$ cat src/descending_sorted_list_core_defines.svh
// Assertion macros for the one file that carries concurrent checks.
`ifndef DESCENDING_SORTED_LIST_CORE_DEFINES_SVH
`define DESCENDING_SORTED_LIST_CORE_DEFINES_SVH

// Same-cycle implication, disabled while reset is asserted.
`define DSL_ASSERT_IMP(lbl, clk, rstn, ante, cons) \
  lbl: assert property (@(posedge clk) disable iff (!rstn) (ante) |-> (cons)) \
    else $error("check failed: ante implies cons");

// Next-cycle implication, disabled while reset is asserted.
`define DSL_ASSERT_NXT(lbl, clk, rstn, ante, cons) \
  lbl: assert property (@(posedge clk) disable iff (!rstn) (ante) |=> (cons)) \
    else $error("check failed: ante implies cons in the next cycle");

`endif

$ cat src/dsl_pkg.sv
`timescale 1ns / 1ps
`default_nettype none

package dsl_pkg;

  localparam int CAPACITY = 16;
  localparam int IDX_W    = $clog2(CAPACITY);
  localparam int CNT_W    = $clog2(CAPACITY + 1);
  localparam int VAL_W    = 32;

  localparam logic [1:0] ACT_INSERT = 2'd0;
  localparam logic [1:0] ACT_FWD    = 2'd1;
  localparam logic [1:0] ACT_BWD    = 2'd2;

  localparam logic [1:0] STAT_OK    = 2'd0;
  localparam logic [1:0] STAT_FULL  = 2'd1;
  localparam logic [1:0] STAT_EMPTY = 2'd2;

  typedef enum logic {
    S_IDLE,
    S_READ
  } state_t;

  typedef struct packed {
    logic                    ins_en;
    logic signed [VAL_W-1:0] value;
  } cell_ctl_t;

endpackage

`default_nettype wire

$ cat src/dsl_in_if.sv
`timescale 1ns / 1ps
`default_nettype none

interface dsl_in_if;
  logic                           valid;
  logic                           ready;
  logic [1:0]                     action;
  logic signed [dsl_pkg::VAL_W-1:0] value;

  modport source (output valid, action, value, input ready);
  modport sink   (input valid, action, value, output ready);
endinterface

`default_nettype wire

$ cat src/dsl_out_if.sv
`timescale 1ns / 1ps
`default_nettype none

interface dsl_out_if;
  logic                           valid;
  logic                           ready;
  logic signed [dsl_pkg::VAL_W-1:0] out_value;
  logic [1:0]                     status;
  logic                           last;

  modport source (output valid, out_value, status, last, input ready);
  modport sink   (input valid, out_value, status, last, output ready);
endinterface

`default_nettype wire

$ cat src/dsl_cell.sv
`timescale 1ns / 1ps
`default_nettype none

module dsl_cell (
  input  wire logic                             clk,
  input  wire dsl_pkg::cell_ctl_t               ctl,
  input  wire logic [dsl_pkg::IDX_W-1:0]        idx,
  input  wire logic [dsl_pkg::CNT_W-1:0]        count,
  input  wire logic                             prev_ge,
  input  wire logic signed [dsl_pkg::VAL_W-1:0] prev_value,
  output logic                                  ge,
  output logic signed [dsl_pkg::VAL_W-1:0]      entry
);
  import dsl_pkg::*;

  logic signed [VAL_W-1:0] entry_r;
  logic signed [VAL_W-1:0] entry_nxt;
  logic                    occupied;

  // An occupied cell whose value is not below the new one keeps its place.
  assign occupied = CNT_W'(idx) < count;
  assign ge       = occupied && (entry_r >= ctl.value);
  assign entry    = entry_r;

  always_comb begin
    entry_nxt = entry_r;
    if (ctl.ins_en && !ge) begin
      entry_nxt = prev_ge ? ctl.value : prev_value;
    end
  end

  always_ff @(posedge clk) begin
    entry_r <= entry_nxt;
  end

endmodule

`default_nettype wire

$ cat src/descending_sorted_list_core.sv
// Keeps up to CAPACITY signed 32-bit values in descending order in a row of
// cells, with equal values in arrival order. On an insert every cell compares
// its value with the new one in parallel and the cells below the insertion
// point shift down by one, so inserts are accepted back to back while their
// result beats are taken. An insert into a full store is dropped with full
// status. A read streams the stored values one beat per cycle while the output
// is ready, largest first for a forward read and smallest first for a backward
// read, with last set on the final beat; no new item is accepted until a read
// has loaded its last beat, and a read of an empty store returns a single beat
// with empty status. While a result beat waits in the output register, the
// next item is accepted only in the cycle in which that beat is taken.
`timescale 1ns / 1ps
`default_nettype none

`include "descending_sorted_list_core_defines.svh"

module descending_sorted_list_core (
  input  wire logic  clk,
  input  wire logic  rst_n,
  dsl_in_if.sink     in_ch,
  dsl_out_if.source  out_ch
);
  import dsl_pkg::*;

  state_t                  state_r;
  state_t                  state_nxt;
  logic [CNT_W-1:0]        count_r;
  logic [CNT_W-1:0]        count_nxt;
  logic [CNT_W-1:0]        rd_left_r;
  logic [CNT_W-1:0]        rd_left_nxt;
  logic [IDX_W-1:0]        rd_idx_r;
  logic [IDX_W-1:0]        rd_idx_nxt;
  logic                    rd_dir_r;
  logic                    rd_dir_nxt;
  logic                    out_valid_r;
  logic                    out_valid_nxt;
  logic signed [VAL_W-1:0] out_value_r;
  logic [1:0]              status_r;
  logic                    last_r;

  logic                    out_free;
  logic                    in_fire;
  logic                    load;
  logic signed [VAL_W-1:0] ld_value;
  logic [1:0]              ld_status;
  logic                    ld_last;
  cell_ctl_t               cell_ctl;
  logic                    left_chk;
  logic                    grow_chk;

  logic                    ge_w    [CAPACITY];
  logic signed [VAL_W-1:0] entry_w [CAPACITY];

  for (genvar g = 0; g < CAPACITY; g++) begin : g_cell
    logic                    prev_ge;
    logic signed [VAL_W-1:0] prev_value;

    if (g == 0) begin : g_head
      assign prev_ge    = 1'b1;
      assign prev_value = cell_ctl.value;
    end else begin : g_body
      assign prev_ge    = ge_w[g-1];
      assign prev_value = entry_w[g-1];
    end

    dsl_cell u_cell (
      .clk        (clk),
      .ctl        (cell_ctl),
      .idx        (IDX_W'(g)),
      .count      (count_r),
      .prev_ge    (prev_ge),
      .prev_value (prev_value),
      .ge         (ge_w[g]),
      .entry      (entry_w[g])
    );
  end

  assign out_free     = !out_valid_r || out_ch.ready;
  assign in_ch.ready  = (state_r == S_IDLE) && out_free;
  assign in_fire      = in_ch.valid && in_ch.ready;

  assign out_ch.valid     = out_valid_r;
  assign out_ch.out_value = out_value_r;
  assign out_ch.status    = status_r;
  assign out_ch.last      = last_r;

  always_comb begin
    state_nxt = state_r;
    case (state_r)
      S_IDLE: begin
        if (in_fire && (in_ch.action == ACT_FWD || in_ch.action == ACT_BWD) &&
            count_r != '0) begin
          state_nxt = S_READ;
        end
      end
      S_READ: begin
        if (out_free && rd_left_r == CNT_W'(1)) begin
          state_nxt = S_IDLE;
        end
      end
      default: state_nxt = S_IDLE;
    endcase
  end

  always_comb begin
    count_nxt       = count_r;
    rd_left_nxt     = rd_left_r;
    rd_idx_nxt      = rd_idx_r;
    rd_dir_nxt      = rd_dir_r;
    load            = 1'b0;
    ld_value        = '0;
    ld_status       = STAT_OK;
    ld_last         = 1'b1;
    cell_ctl.ins_en = 1'b0;
    cell_ctl.value  = in_ch.value;
    case (state_r)
      S_IDLE: begin
        if (in_fire) begin
          case (in_ch.action)
            ACT_INSERT: begin
              load = 1'b1;
              if (count_r == CNT_W'(CAPACITY)) begin
                ld_status = STAT_FULL;
              end else begin
                cell_ctl.ins_en = 1'b1;
                count_nxt       = count_r + CNT_W'(1);
              end
            end
            ACT_FWD, ACT_BWD: begin
              if (count_r == '0) begin
                load      = 1'b1;
                ld_status = STAT_EMPTY;
              end else begin
                rd_left_nxt = count_r;
                rd_dir_nxt  = (in_ch.action == ACT_BWD);
                rd_idx_nxt  = (in_ch.action == ACT_BWD) ?
                              IDX_W'(count_r - CNT_W'(1)) : '0;
              end
            end
            default: ;
          endcase
        end
      end
      S_READ: begin
        if (out_free) begin
          load        = 1'b1;
          ld_value    = entry_w[rd_idx_r];
          ld_last     = (rd_left_r == CNT_W'(1));
          rd_left_nxt = rd_left_r - CNT_W'(1);
          rd_idx_nxt  = rd_dir_r ? rd_idx_r - IDX_W'(1) : rd_idx_r + IDX_W'(1);
        end
      end
      default: ;
    endcase
  end

  assign out_valid_nxt = load ? 1'b1 : (out_ch.ready ? 1'b0 : out_valid_r);

  always_ff @(posedge clk) begin
    if (!rst_n) begin
      state_r     <= S_IDLE;
      count_r     <= '0;
      rd_left_r   <= '0;
      rd_dir_r    <= 1'b0;
      out_valid_r <= 1'b0;
    end else begin
      state_r     <= state_nxt;
      count_r     <= count_nxt;
      rd_left_r   <= rd_left_nxt;
      rd_dir_r    <= rd_dir_nxt;
      out_valid_r <= out_valid_nxt;
    end
  end

  always_ff @(posedge clk) begin
    rd_idx_r <= rd_idx_nxt;
    if (load) begin
      out_value_r <= ld_value;
      status_r    <= ld_status;
      last_r      <= ld_last;
    end
  end

  assign left_chk = (rd_left_r != '0) && (rd_left_r <= count_r);
  assign grow_chk = in_fire && (in_ch.action == ACT_INSERT) && (count_r < CNT_W'(CAPACITY));

  `DSL_ASSERT_IMP(a_count_bound, clk, rst_n, 1'b1, count_r <= CNT_W'(CAPACITY))
  `DSL_ASSERT_IMP(a_read_left, clk, rst_n, state_r == S_READ, left_chk)
  `DSL_ASSERT_NXT(a_insert_grows, clk, rst_n, grow_chk, count_r == $past(count_r) + CNT_W'(1))

endmodule

`default_nettype wire

$ cat src/flat_wrapper.sv
// flat-port wrapper written by rule: the top's interface ports become plain ports
module descending_sorted_list_core_flat import dsl_pkg::*;
  (clk, rst_n, in_ch_valid, in_ch_action, in_ch_value, in_ch_ready, out_ch_valid, out_ch_out_value, out_ch_status, out_ch_last, out_ch_ready);
  dsl_in_if in_ch_i ();
  dsl_out_if out_ch_i ();
  input  wire logic clk;
  input  wire logic rst_n;
  input wire logic [$bits(in_ch_i.valid)-1:0] in_ch_valid;
  input wire logic [$bits(in_ch_i.action)-1:0] in_ch_action;
  input wire logic [$bits(in_ch_i.value)-1:0] in_ch_value;
  output wire logic [$bits(in_ch_i.ready)-1:0] in_ch_ready;
  output wire logic [$bits(out_ch_i.valid)-1:0] out_ch_valid;
  output wire logic [$bits(out_ch_i.out_value)-1:0] out_ch_out_value;
  output wire logic [$bits(out_ch_i.status)-1:0] out_ch_status;
  output wire logic [$bits(out_ch_i.last)-1:0] out_ch_last;
  input wire logic [$bits(out_ch_i.ready)-1:0] out_ch_ready;
  assign in_ch_i.valid = in_ch_valid;
  assign in_ch_i.action = in_ch_action;
  assign in_ch_i.value = in_ch_value;
  assign in_ch_ready = in_ch_i.ready;
  assign out_ch_valid = out_ch_i.valid;
  assign out_ch_out_value = out_ch_i.out_value;
  assign out_ch_status = out_ch_i.status;
  assign out_ch_last = out_ch_i.last;
  assign out_ch_i.ready = out_ch_ready;
  descending_sorted_list_core u_core (.clk(clk), .rst_n(rst_n), .in_ch(in_ch_i), .out_ch(out_ch_i));
endmodule
$ cat config.mk
export PLATFORM = sky130hd
export DESIGN_NAME = descending_sorted_list_core_flat
export DESIGN_NICKNAME = d
export VERILOG_FILES = /design/src/dsl_pkg.sv /design/src/dsl_in_if.sv /design/src/dsl_out_if.sv /design/src/dsl_cell.sv /design/src/descending_sorted_list_core.sv /design/src/flat_wrapper.sv
export VERILOG_INCLUDE_DIRS = /design/src /design/src/src
export SDC_FILE = /design/constraint.sdc
export NUM_CORES = 1
export LEC_CHECK = 0
export BUFFER_PORTS_ARGS = -buffer_cell sky130_fd_sc_hd__buf_4
export CAP_MARGIN = 20
export CORE_MARGIN = 2
export CORE_UTILIZATION = 65
export CTS_BUF_LIST = sky130_fd_sc_hd__clkbuf_16
export DETAILED_ROUTE_END_ITERATION = 12
export PLACE_DENSITY = 0.82
export SYNTH_ARGS = -nofsm -noshare
export SYNTH_HDL_FRONTEND = slang
export SYNTH_HIERARCHICAL = 1
export SYNTH_SLANG_ARGS = --single-unit
$ cat constraint.sdc
create_clock -name clk -period 5.8 [get_ports clk]
set_clock_uncertainty 0.2 [all_clocks]
set_input_delay 0 -clock clk [delete_from_list [all_inputs] [get_ports clk]]
set_output_delay 0 -clock clk [all_outputs]
set_load 0.02 [all_outputs]
==> flow_summary.toml <==
[status]
status = "complete, no violations"

[finish]
nets = 4318
fillCellCount = 4263
drive_gt1_share_pct = 22.93
num_antenna_cells = 0
stdcell_count = 4614
postLayoutCellArea_um2 = 46250
multi_input_area_um2 = 22860
areaGrowthSynthToFinish_pct = 10.56
final-seq-area_um2 = 16810

[floorplanning]
dieArea_um2 = 66400
die_h_um = 257.7
core_um2 = 64000
initial_core_util_pct = 65.36
die_x_um = 257.7
ioPinCount = 75
fp-row-count = 93

[clock_tree]
h-tree-depth = 2
clk_path_buf_depth = 3
numClockSinks = 564
clk_latency_ns = 0.64
cts_resized = 0
clock-root-buffer = "clkbuf_16"
clk_pin_slew_ns = 0.06
numCtsBuffers = 61
cts_tree = "done"
ctsHoldBuffers = 40
cts_setup_buffers = 0

[power_and_ir_drop]
irDropWorstVdd_mv = 0.2233
p_per_area_nw_per_um2 = 228.2
p_leak_nw = 19.21

[timing]
setup_tns_ns = 0
tightest_slew_ns = 1.195
rsz0062_at_grt = "no"
period_needed_ns = 4.088
finalCritPeriodShare_pct = 70.49
fmax_mhz = 244.6
finalSetupViolations = 0
max-slew-margin-rel_pct = 19.20
hold_viol_final = 0
whs_ns = 0.08123
slew_violations = 0

[route]
top_layer_used = "met4"
wl_met1_um = 44550
wl_per_cell_um = 23.65
drt_iter0_drc = 3138
dr.pass1.iters = 6
drcViolationCount = 0
final_antenna_net_count = 0
vias = 30550
postRouteWirelength_um = 109100
wl_met2_um = 51080
wl_met3_um = 8671
drt-vias-per-instance = 6.621

[placement]
dp_cells = 4460
dpl.hpwl_um = 77830
gp_congestion = 0.9042
placed_cell_area_um2 = 43820
port_buffers = 74

[grt]
grtUsageTotal_pct = 32.46
overflow = 0
grt_max_degree = 115
grt_pass1_vias = 30680
grt_pass1_wl_um = 168800
antenna_found_initial = 0

[worst_setup_path]
critPathKind = "reg -> reg"
reg2regPathDepth = 8
regToRegStartpoint = "u_core/count_r[0]"
endpoint_kind = "register"
r2r_end = "u_core/g_cell[7].u_cell/entry[22]"
required_ns = 5.93
r2r_slack_ns = 1.71
crit_path_max_fanout = 21
cp.arrival_ns = 4.22
critPathLaunchType = "register"

[run]
cap_violations = 0

[worst_hold_path]
min_from = "rst_n"
holdCritPathClass = "in -> reg"
holdPathEnd = "u_core/count_r[2]"
holdPathStages = 4

[synth]
syn-instance-count = 3539
yosysWarnings = 6
synthesis.area_um2 = 41830
avgSynthCellArea_um2 = 11.82
[cell type report]
| class | instances | share of cell area [%] |
|---|---|---|
| multi-input combinational | 2350 | 49.43 |
| sequential | 564 | 36.34 |
| inverter | 574 | 4.659 |
| clock buffer | 63 | 3.409 |
| timing repair buffer | 159 | 2.992 |
| tap | 855 | 2.313 |
| clock inverter | 49 | 0.8576 |
[power by group]
| part | switching, W | total, W | internal, W |
|---|---|---|---|
| logic | 0.000999 | 0.00181 | 0.000813 |
| registers | 0.000117 | 0.00479 | 0.00468 |
| clock network | 0.00169 | 0.00395 | 0.00226 |
[layout by cell type (no fill, tap or decap), drive strengths merged, types with 50 or more instances in the layout]
| master | count |
|---|---|
| a21o | 50 |
| a21oi | 150 |
| buf | 119 |
| clkbuf | 63 |
| conb | 65 |
| edfxtp | 551 |
| ha | 569 |
| inv | 592 |
| mux2 | 512 |
| mux4 | 126 |
| nand2 | 97 |
| nand3 | 73 |
| nand4 | 82 |
| nor2 | 89 |
| o21ai | 99 |
[worst max-delay path by stage]
stage	cells past startpoint	start	end	slack, ns
floorplan	5	u_core/count_r[0]	u_core/out_ch.last	1.32
global placement	8	u_core/count_r[0]	u_core/g_cell[5].u_cell/entry[20]	1.86
detailed placement	8	u_core/count_r[0]	u_core/g_cell[7].u_cell/entry[22]	1.81
CTS	8	u_core/count_r[0]	u_core/g_cell[7].u_cell/entry[30]	1.81
global route	8	u_core/count_r[0]	u_core/g_cell[7].u_cell/entry[19]	1.51
finish	8	u_core/count_r[0]	u_core/g_cell[7].u_cell/entry[22]	1.71
[worst max-delay path, cell delays in order (launching register included)]
cell	delay (ns)
dfxtp_1	0.89
inv_1	0.18
ha_1	0.29
nor4bb_1	0.17
nor4_4	0.38
buf_4	0.33
o21ai_1	0.10
o21ba_1	0.82
buf_4	0.39
[registers in the layout, indices dropped and copies added, names as in the netlist]
signal                      cells
u_core/out_ch.out_value        32
u_core/state_r                  1
u_core/count_r                  5
u_core/out_ch.valid             1
u_core/rd_idx_r                 4
u_core/rd_left_r                5
u_core/out_ch.last              1
u_core/out_ch.status            2
u_core/rd_dir_r                 1
u_core/g_cell.u_cell/entry    512
[layer usage]
metal	track usage, %	vias up
met3	4.780	280
met1	43.85	15150
met4	13.73	0
met5	0	-
li1	-	13690
met2	52.72	1435
[metrics by stage]
step / util, % / setup WS, ns / power (W)
floorplan: - / 1.322 / 0.006033
global placement: 68.47 / 1.859 / 0.006519
detailed placement: 68.47 / 1.810 / 0.006598
CTS: 72.18 / 1.808 / 0.01055
global route: 72.27 / 1.507 / 0.01091
finish: 72.27 / 1.712 / 0.01055
(Power assumes the default switching activity.)
